==> src/rtl/core/dsfd_pkg.sv <==
// dsfd_pkg: constants, result type and header byte test for the serial frame deframer.
// No dependencies; used by dsfd_frame_core and display_serial_frame_deframer_unit.
package dsfd_pkg;

    localparam int unsigned WINDOW_DEPTH = 3;
    localparam int unsigned SEQ_LEN      = WINDOW_DEPTH + 1;
    localparam int unsigned FILL_W       = $clog2(WINDOW_DEPTH + 1);
    localparam int unsigned SEQ_W        = $clog2(SEQ_LEN + 1);
    localparam int unsigned POS_W        = $clog2(SEQ_LEN);

    localparam logic [7:0] HEAD_FIRST  = 8'h5A;
    localparam logic [7:0] HEAD_SECOND = 8'hA5;
    localparam logic [7:0] OPC_WRITE   = 8'h82;
    localparam logic [7:0] OPC_READ    = 8'h83;

    localparam logic [POS_W-1:0] POS_HEAD_FIRST  = POS_W'(0);
    localparam logic [POS_W-1:0] POS_HEAD_SECOND = POS_W'(1);
    localparam logic [POS_W-1:0] POS_LENGTH      = POS_W'(2);

    typedef struct packed {
        logic       emit;
        logic [7:0] content_byte;
        logic       is_first;
        logic       is_last;
        logic [7:0] frame_length;
    } res_t;

    function automatic logic byte_fits(input logic [POS_W-1:0] pos, input logic [7:0] b);
        logic fit;
        case (pos)
            POS_HEAD_FIRST:  fit = (b == HEAD_FIRST);
            POS_HEAD_SECOND: fit = (b == HEAD_SECOND);
            POS_LENGTH:      fit = (b != 8'h00);
            default:         fit = (b == OPC_WRITE) || (b == OPC_READ);
        endcase
        return fit;
    endfunction

endpackage

==> src/rtl/core/dsfd_frame_core.sv <==
// dsfd_frame_core: hunt window, frame counters and the per-byte header decision.
// Depends on dsfd_pkg. Result is combinational from held state and the staged byte.
module dsfd_frame_core (
    input  logic            clk,
    input  logic            rst_n,
    input  logic            step,
    input  logic [7:0]      rx_byte,
    output dsfd_pkg::res_t  res
);

    logic [7:0]                   win_reg [dsfd_pkg::WINDOW_DEPTH];
    logic [7:0]                   win_next [dsfd_pkg::WINDOW_DEPTH];
    logic [dsfd_pkg::FILL_W-1:0]  fill_reg, fill_next;
    logic                         inside_reg, inside_next;
    logic [7:0]                   remaining_reg, remaining_next;
    logic [7:0]                   length_reg, length_next;

    logic [7:0]                   seq [dsfd_pkg::SEQ_LEN];
    logic [dsfd_pkg::SEQ_LEN-1:0] ok;
    logic [dsfd_pkg::SEQ_W-1:0]   n;
    logic [dsfd_pkg::SEQ_W-1:0]   start;
    logic [dsfd_pkg::SEQ_W-1:0]   m;
    logic                         hit;
    logic                         last_in;
    logic                         last_hdr;

    always_comb
    begin
        n = dsfd_pkg::SEQ_W'(fill_reg) + dsfd_pkg::SEQ_W'(1);
        for (int i = 0; i < int'(dsfd_pkg::SEQ_LEN); i++)
        begin
            if (i < int'(fill_reg))
                seq[i] = win_reg[i];
            else if (i == int'(fill_reg))
                seq[i] = rx_byte;
            else
                seq[i] = 8'h00;
        end
        // candidate start s is good if every byte from s onward fits its header slot
        for (int s = 0; s < int'(dsfd_pkg::SEQ_LEN); s++)
        begin
            ok[s] = (s < int'(n));
            for (int i = 0; i < int'(dsfd_pkg::SEQ_LEN); i++)
            begin
                if (i >= s && i < int'(n) &&
                    !dsfd_pkg::byte_fits(dsfd_pkg::POS_W'(i - s), seq[i]))
                    ok[s] = 1'b0;
            end
        end
        start = n;
        for (int s = int'(dsfd_pkg::SEQ_LEN) - 1; s >= 0; s--)
        begin
            if (ok[s])
                start = dsfd_pkg::SEQ_W'(s);
        end
        m        = n - start;
        hit      = !inside_reg && (m == dsfd_pkg::SEQ_W'(dsfd_pkg::SEQ_LEN));
        last_in  = (remaining_reg <= 8'd1);
        last_hdr = (seq[2] == 8'd1);

        fill_next      = fill_reg;
        inside_next    = inside_reg;
        remaining_next = remaining_reg;
        length_next    = length_reg;
        for (int k = 0; k < int'(dsfd_pkg::WINDOW_DEPTH); k++)
            win_next[k] = win_reg[k];
        res = '0;

        if (inside_reg)
        begin
            res.emit         = 1'b1;
            res.content_byte = rx_byte;
            res.is_last      = last_in;
            res.frame_length = length_reg;
            if (last_in)
            begin
                remaining_next = 8'd0;
                inside_next    = 1'b0;
            end
            else
            begin
                remaining_next = remaining_reg - 8'd1;
            end
        end
        else if (hit)
        begin
            res.emit         = 1'b1;
            res.content_byte = seq[3];
            res.is_first     = 1'b1;
            res.is_last      = last_hdr;
            res.frame_length = seq[2];
            fill_next        = '0;
            for (int k = 0; k < int'(dsfd_pkg::WINDOW_DEPTH); k++)
                win_next[k] = 8'h00;
            inside_next    = !last_hdr;
            remaining_next = last_hdr ? 8'd0 : seq[2] - 8'd1;
            length_next    = seq[2];
        end
        else
        begin
            for (int k = 0; k < int'(dsfd_pkg::WINDOW_DEPTH); k++)
            begin
                if (k < int'(m))
                    win_next[k] = seq[dsfd_pkg::POS_W'(start + dsfd_pkg::SEQ_W'(k))];
                else
                    win_next[k] = 8'h00;
            end
            fill_next = dsfd_pkg::FILL_W'(m);
        end
    end

    always_ff @(posedge clk or negedge rst_n)
    begin
        if (!rst_n)
        begin
            for (int k = 0; k < int'(dsfd_pkg::WINDOW_DEPTH); k++)
                win_reg[k] <= 8'h00;
            fill_reg      <= '0;
            inside_reg    <= 1'b0;
            remaining_reg <= 8'd0;
            length_reg    <= 8'd0;
        end
        else if (step)
        begin
            for (int k = 0; k < int'(dsfd_pkg::WINDOW_DEPTH); k++)
                win_reg[k] <= win_next[k];
            fill_reg      <= fill_next;
            inside_reg    <= inside_next;
            remaining_reg <= remaining_next;
            length_reg    <= length_next;
        end
    end

endmodule

==> src/rtl/core/display_serial_frame_deframer_unit.sv <==
// An accepted byte is held in the input stage register; its content beat is then registered at the output.
// Throughput: one byte per cycle; the input stage moves on whenever its byte yields no
// beat or the output register is free or being emptied.
// Reset (rst_n, async, low): hunt window empty, no frame in progress, both stages empty.
// Depends on dsfd_pkg and dsfd_frame_core.
module display_serial_frame_deframer_unit (
    input  logic       clk,
    input  logic       rst_n,
    input  logic       in_valid,
    output logic       in_ready,
    input  logic [7:0] rx_byte,
    output logic       out_valid,
    input  logic       out_ready,
    output logic [7:0] content_byte,
    output logic       is_first,
    output logic       is_last,
    output logic [7:0] frame_length
);

    logic           s1_valid_reg;
    logic [7:0]     s1_byte_reg;
    logic           out_valid_reg;
    logic [7:0]     content_reg;
    logic           first_reg;
    logic           last_reg;
    logic [7:0]     length_reg;
    logic           advance;
    dsfd_pkg::res_t res;

    dsfd_frame_core u_core (
        .clk     (clk),
        .rst_n   (rst_n),
        .step    (advance),
        .rx_byte (s1_byte_reg),
        .res     (res)
    );

    assign advance  = s1_valid_reg && (!res.emit || !out_valid_reg || out_ready);
    assign in_ready = !s1_valid_reg || advance;

    always_ff @(posedge clk or negedge rst_n)
    begin
        if (!rst_n)
        begin
            s1_valid_reg  <= 1'b0;
            out_valid_reg <= 1'b0;
        end
        else
        begin
            if (in_ready)
                s1_valid_reg <= in_valid;
            if (advance && res.emit)
                out_valid_reg <= 1'b1;
            else if (out_ready)
                out_valid_reg <= 1'b0;
        end
    end

    always_ff @(posedge clk)
    begin
        if (in_valid && in_ready)
            s1_byte_reg <= rx_byte;
        if (advance && res.emit)
        begin
            content_reg <= res.content_byte;
            first_reg   <= res.is_first;
            last_reg    <= res.is_last;
            length_reg  <= res.frame_length;
        end
    end

    assign out_valid    = out_valid_reg;
    assign content_byte = content_reg;
    assign is_first     = first_reg;
    assign is_last      = last_reg;
    assign frame_length = length_reg;

    a_len_nonzero: assert property (@(posedge clk) disable iff (!rst_n)
        out_valid_reg && first_reg |-> length_reg != 8'd0)
        else $error("command beat with zero length");

    a_single_last: assert property (@(posedge clk) disable iff (!rst_n)
        out_valid_reg && first_reg && length_reg == 8'd1 |-> last_reg)
        else $error("single byte frame not marked last");

    a_stage_hold: assert property (@(posedge clk) disable iff (!rst_n)
        s1_valid_reg && !advance |=> s1_valid_reg && $stable(s1_byte_reg))
        else $error("staged byte lost while stalled");

    a_no_overwrite: assert property (@(posedge clk) disable iff (!rst_n)
        advance && res.emit |-> !out_valid_reg || out_ready)
        else $error("output beat overwritten");

endmodule
==> config.mk <==
export PLATFORM = sky130hd
export DESIGN_NAME = display_serial_frame_deframer_unit
export DESIGN_NICKNAME = d
export VERILOG_FILES = /design/src/rtl/core/dsfd_pkg.sv /design/src/rtl/core/dsfd_frame_core.sv /design/src/rtl/core/display_serial_frame_deframer_unit.sv
export SDC_FILE = /design/constraint.sdc
export NUM_CORES = 1
export LEC_CHECK = 0
export BUFFER_PORTS_ARGS = -buffer_cell sky130_fd_sc_hd__buf_4
export CAP_MARGIN = 0
export CELL_PAD_IN_SITES_DETAIL_PLACEMENT = 1
export CELL_PAD_IN_SITES_GLOBAL_PLACEMENT = 2
export CORE_ASPECT_RATIO = 0.8
export CORE_MARGIN = 2
export CORE_UTILIZATION = 39
export DETAILED_ROUTE_END_ITERATION = 8
export PLACE_DENSITY_LB_ADDON = 0.1
export REMOVE_ABC_BUFFERS = 1
export SLEW_MARGIN = 20
export SYNTH_ARGS = -nofsm -noshare
export SYNTH_HDL_FRONTEND = slang
export SYNTH_SLANG_ARGS = --single-unit
export TNS_END_PERCENT = 5
==> constraint.sdc <==
create_clock -name clk -period 7.5 [get_ports clk]
set_input_delay 1.5 -clock clk [delete_from_list [all_inputs] [get_ports clk]]
set_output_delay 1.5 -clock clk [all_outputs]
set_load 0.03 [all_outputs]
==> run summary <==
Die span in y: 103 um
Maximum VDD drop: 228 uV
WP data required: 6.00 ns
Clk_skew: 0.00896 ns
Drt drc: 0
XOR/XNOR Fraction of Synth Area: 1.63%
Port bufs: 31
H-tree levels: 3
Sequential cell area: 1910 um2
Final Power: 2.99 mW
Vias in the first global route: 4229
Final Setup Violations: 0
Sequential fraction of the synthesis area: 40.2%
Reg clk slew, reported paths: 0.06 ns
Total die area: 13100 um2
Relative slew slack: 30.5%
DR vias: 4230
Max Slew Vio Count: 0
Worst-case clock buffer depth: 2
Adder-cell area share of the yosys netlist: 3.58%
Total grt overflow: 0
Worst-skew pair later-pin latency: 0.34 ns
Final min period: 7.00 ns
Layout cells sized above 1: 15.0%
Fin Setup TNS: 0 ns
Top-count cell post-synth: dfrtp_1
Final net count: 539
R2R setup slack: 1.37 ns
Top-Level Pins: 32
Area leader, netlist: dfrtp_1
Starting Density: 39.5%
Hold path cells: 2
Cts hold-fix bufs: 0
Wire per inst: 24.1 um
CP endpoint kind: output port
Worst-margin pin slew: 1.04 ns
Main combinational cell family by area after synthesis: compound AO/OA/AOI/OAI gates
Top_reg_cell synth: dfrtp_1
Fraction of registers with async set/reset: 63.4%
Clk sink count: 71
Die Wd: 127 um
CTS tree: done
DR iter-0 viols: 341
Clock root cell: clkbuf_16
Hold Path End: u_core.remaining_reg[6]
Reg-to-Reg Start: u_core.fill_reg[0]
Via/cell ratio: 6.30
Multiplexer share of the synthesized area: 4.80%
Reg2reg end: u_core.win_reg[10]
Pin count of the biggest net entering global routing: 46
Antenna-violating nets left: 0
First-pass GRT wire length: 25100 um
Post-Route WL: 16200 um
Mapped Avg Cell Area: 9.53 um2
Dpl hpwl: 11500 um
FP Rows: 36
# diodes: 0
Syn Std Cell Area: 4750 um2
DR pass1 iterations: 5
Unrepaired setup endpoints after global routing: no
Area delta synth->final: 13.5%
Post-CTS setup buffers: 0
P_leak: 2.17 nW
WS Path Type: flip-flop to output port
Multi-input gate area: 2600 um2
Share of the synthesized area in the top cell type: 23.7%
Max-Cap Viols: 0
Achievable clock frequency: 143 MHz
Crit path launch: u_core.fill_reg[0]
Crit Path Max Fanout: 26
Synth Area in Compound Gates: 26.3%
Pwr dens: 555 nW/um2
Filler Cell Count: 1360
Worst Hold Class: flip-flop to flip-flop
R2R depth: 18
Core Area: 12000 um2
Count of cell types in the netlist: 71
Final Hold Fails: 0
Most frequent cells after synthesis: dfrtp_1, nand2_1, o21ai_0
Post-synth EDFFs: 26
Mapped Cells: 498
CP Launch Type: flip-flop
Antenna violations before repair: 0
Tcrit/Tclk final: 93.4%
PostCTS Resize Cnt: 0
Simple-gate area share of the yosys netlist: 18.5%
Max reg flops: 24
GP Congestion: 0.907
Num CTS Buffers: 9
Hold Crit Start: u_core.remaining_reg[6]
Synth warn: 0
Outcome: finished clean
Synth area leaders: dfrtp_1, edfxtp_1, o21ai_0
Arrival time of the worst setup path: 5.50 ns
Gr usage total: 25.6%
#FFs+latches synth: 71
==> cells in the final DEF (no fill, tap or decap), types with 4 or more instances in the layout <==
cell type   n
o21ai_1     4
or2_2       4
or3_1       5
buf_4      40
a21oi_1    18
a32o_1     18
a31oi_1     5
a22oi_1    10
o21ai_0    37
o22ai_1     5
nor2_1     28
nand2_1    41
o211ai_1   11
and2_1     12
o21a_1      6
mux2i_1    10
xnor2_1     4
dfrtp_1    45
nand2b_1    7
a22o_1     14
ha_1       12
mux2_2     10
edfxtp_1   26
inv_1      17
nor2b_1     9
clkbuf_16   9
a221o_1     8
nand4_1     4
nor3_1     18
nand3b_1    4
nand3_1    10
==> worst max-delay path by stage <==
| stage | end | depth (start not counted) |
|---|---|---|
| after global routing | in_ready | 17 |
| after floorplan | content_byte[0] | 14 |
| after detailed placement | in_ready | 17 |
| after global placement | in_ready | 17 |
| final | in_ready | 17 |
| after CTS | in_ready | 17 |
==> critical path, stage by stage, from the launching register on <==
cell and delay (ns):
dfrtp_1 0.51, ha_1 0.68, o21ai_0 0.44, inv_1 0.21
ha_1 0.16, inv_1 0.04, a2111o_1 0.31, a2111oi_0 0.47
o32ai_1 0.16, buf_4 0.22, and2_1 0.19, ha_1 0.18
inv_1 0.06, fa_1 0.47, nor2b_1 0.34, a21oi_1 0.20
or2_2 0.33, buf_4 0.17
==> where the power goes <==
| group | internal (mW) | switching, mW |
|---|---|---|
| Sequential | 0.587 | 0.141 |
| Clock | 0.292 | 0.175 |
| Combinational | 0.639 | 1.16 |
==> metal layers <==
layer  GRT usage, %  part of all wire, %  wire length (um)
met1           37.5                   49              7900
met2           38.8                   44              7140
met3           4.88                  5.8               931
met4           7.10                  1.3               212
met5              0                    0                 0
==> metrics by stage <==
step / instances / cell area [um2] / utilization (%) / setup slack [ns] / hold slack (ns)
finish: 671 / 5390 / 44.8 / 0.499 / 0.504
global route: 671 / 5390 / 44.8 / 0.102 / 0.532
CTS: 671 / 5390 / 44.8 / 0.516 / 0.516
detailed placement: 655 / 5060 / 42.1 / 0.936 / 0.502
global placement: 655 / 5060 / 42.1 / 1.26 / 0.490
floorplan: 463 / 4570 / - / 0.653 / 0.452
==> cell type report <==
type	instances	share of cell area, %
sequential	71	35.4
inverter	18	1.25
clock inverter	7	1.81
clock buffer	9	4.18
tap	152	3.53
timing repair buffer	40	5.57
multi-input combinational	374	48.3
==> cells by family (layout without fill, tap and decap cells) <==
group                    after synthesis  count (layout)
AO/OA/AOI/OAI                        170             170
XOR/XNOR                               8               8
adder cells (fa/ha/maj)               13              13
buffers and inverters                 53              74
flip-flops                            71              71
multiplexers                          21              21
AND/OR/NAND/NOR                      162             162
Note: power is estimated with default switching activity, not from simulation.
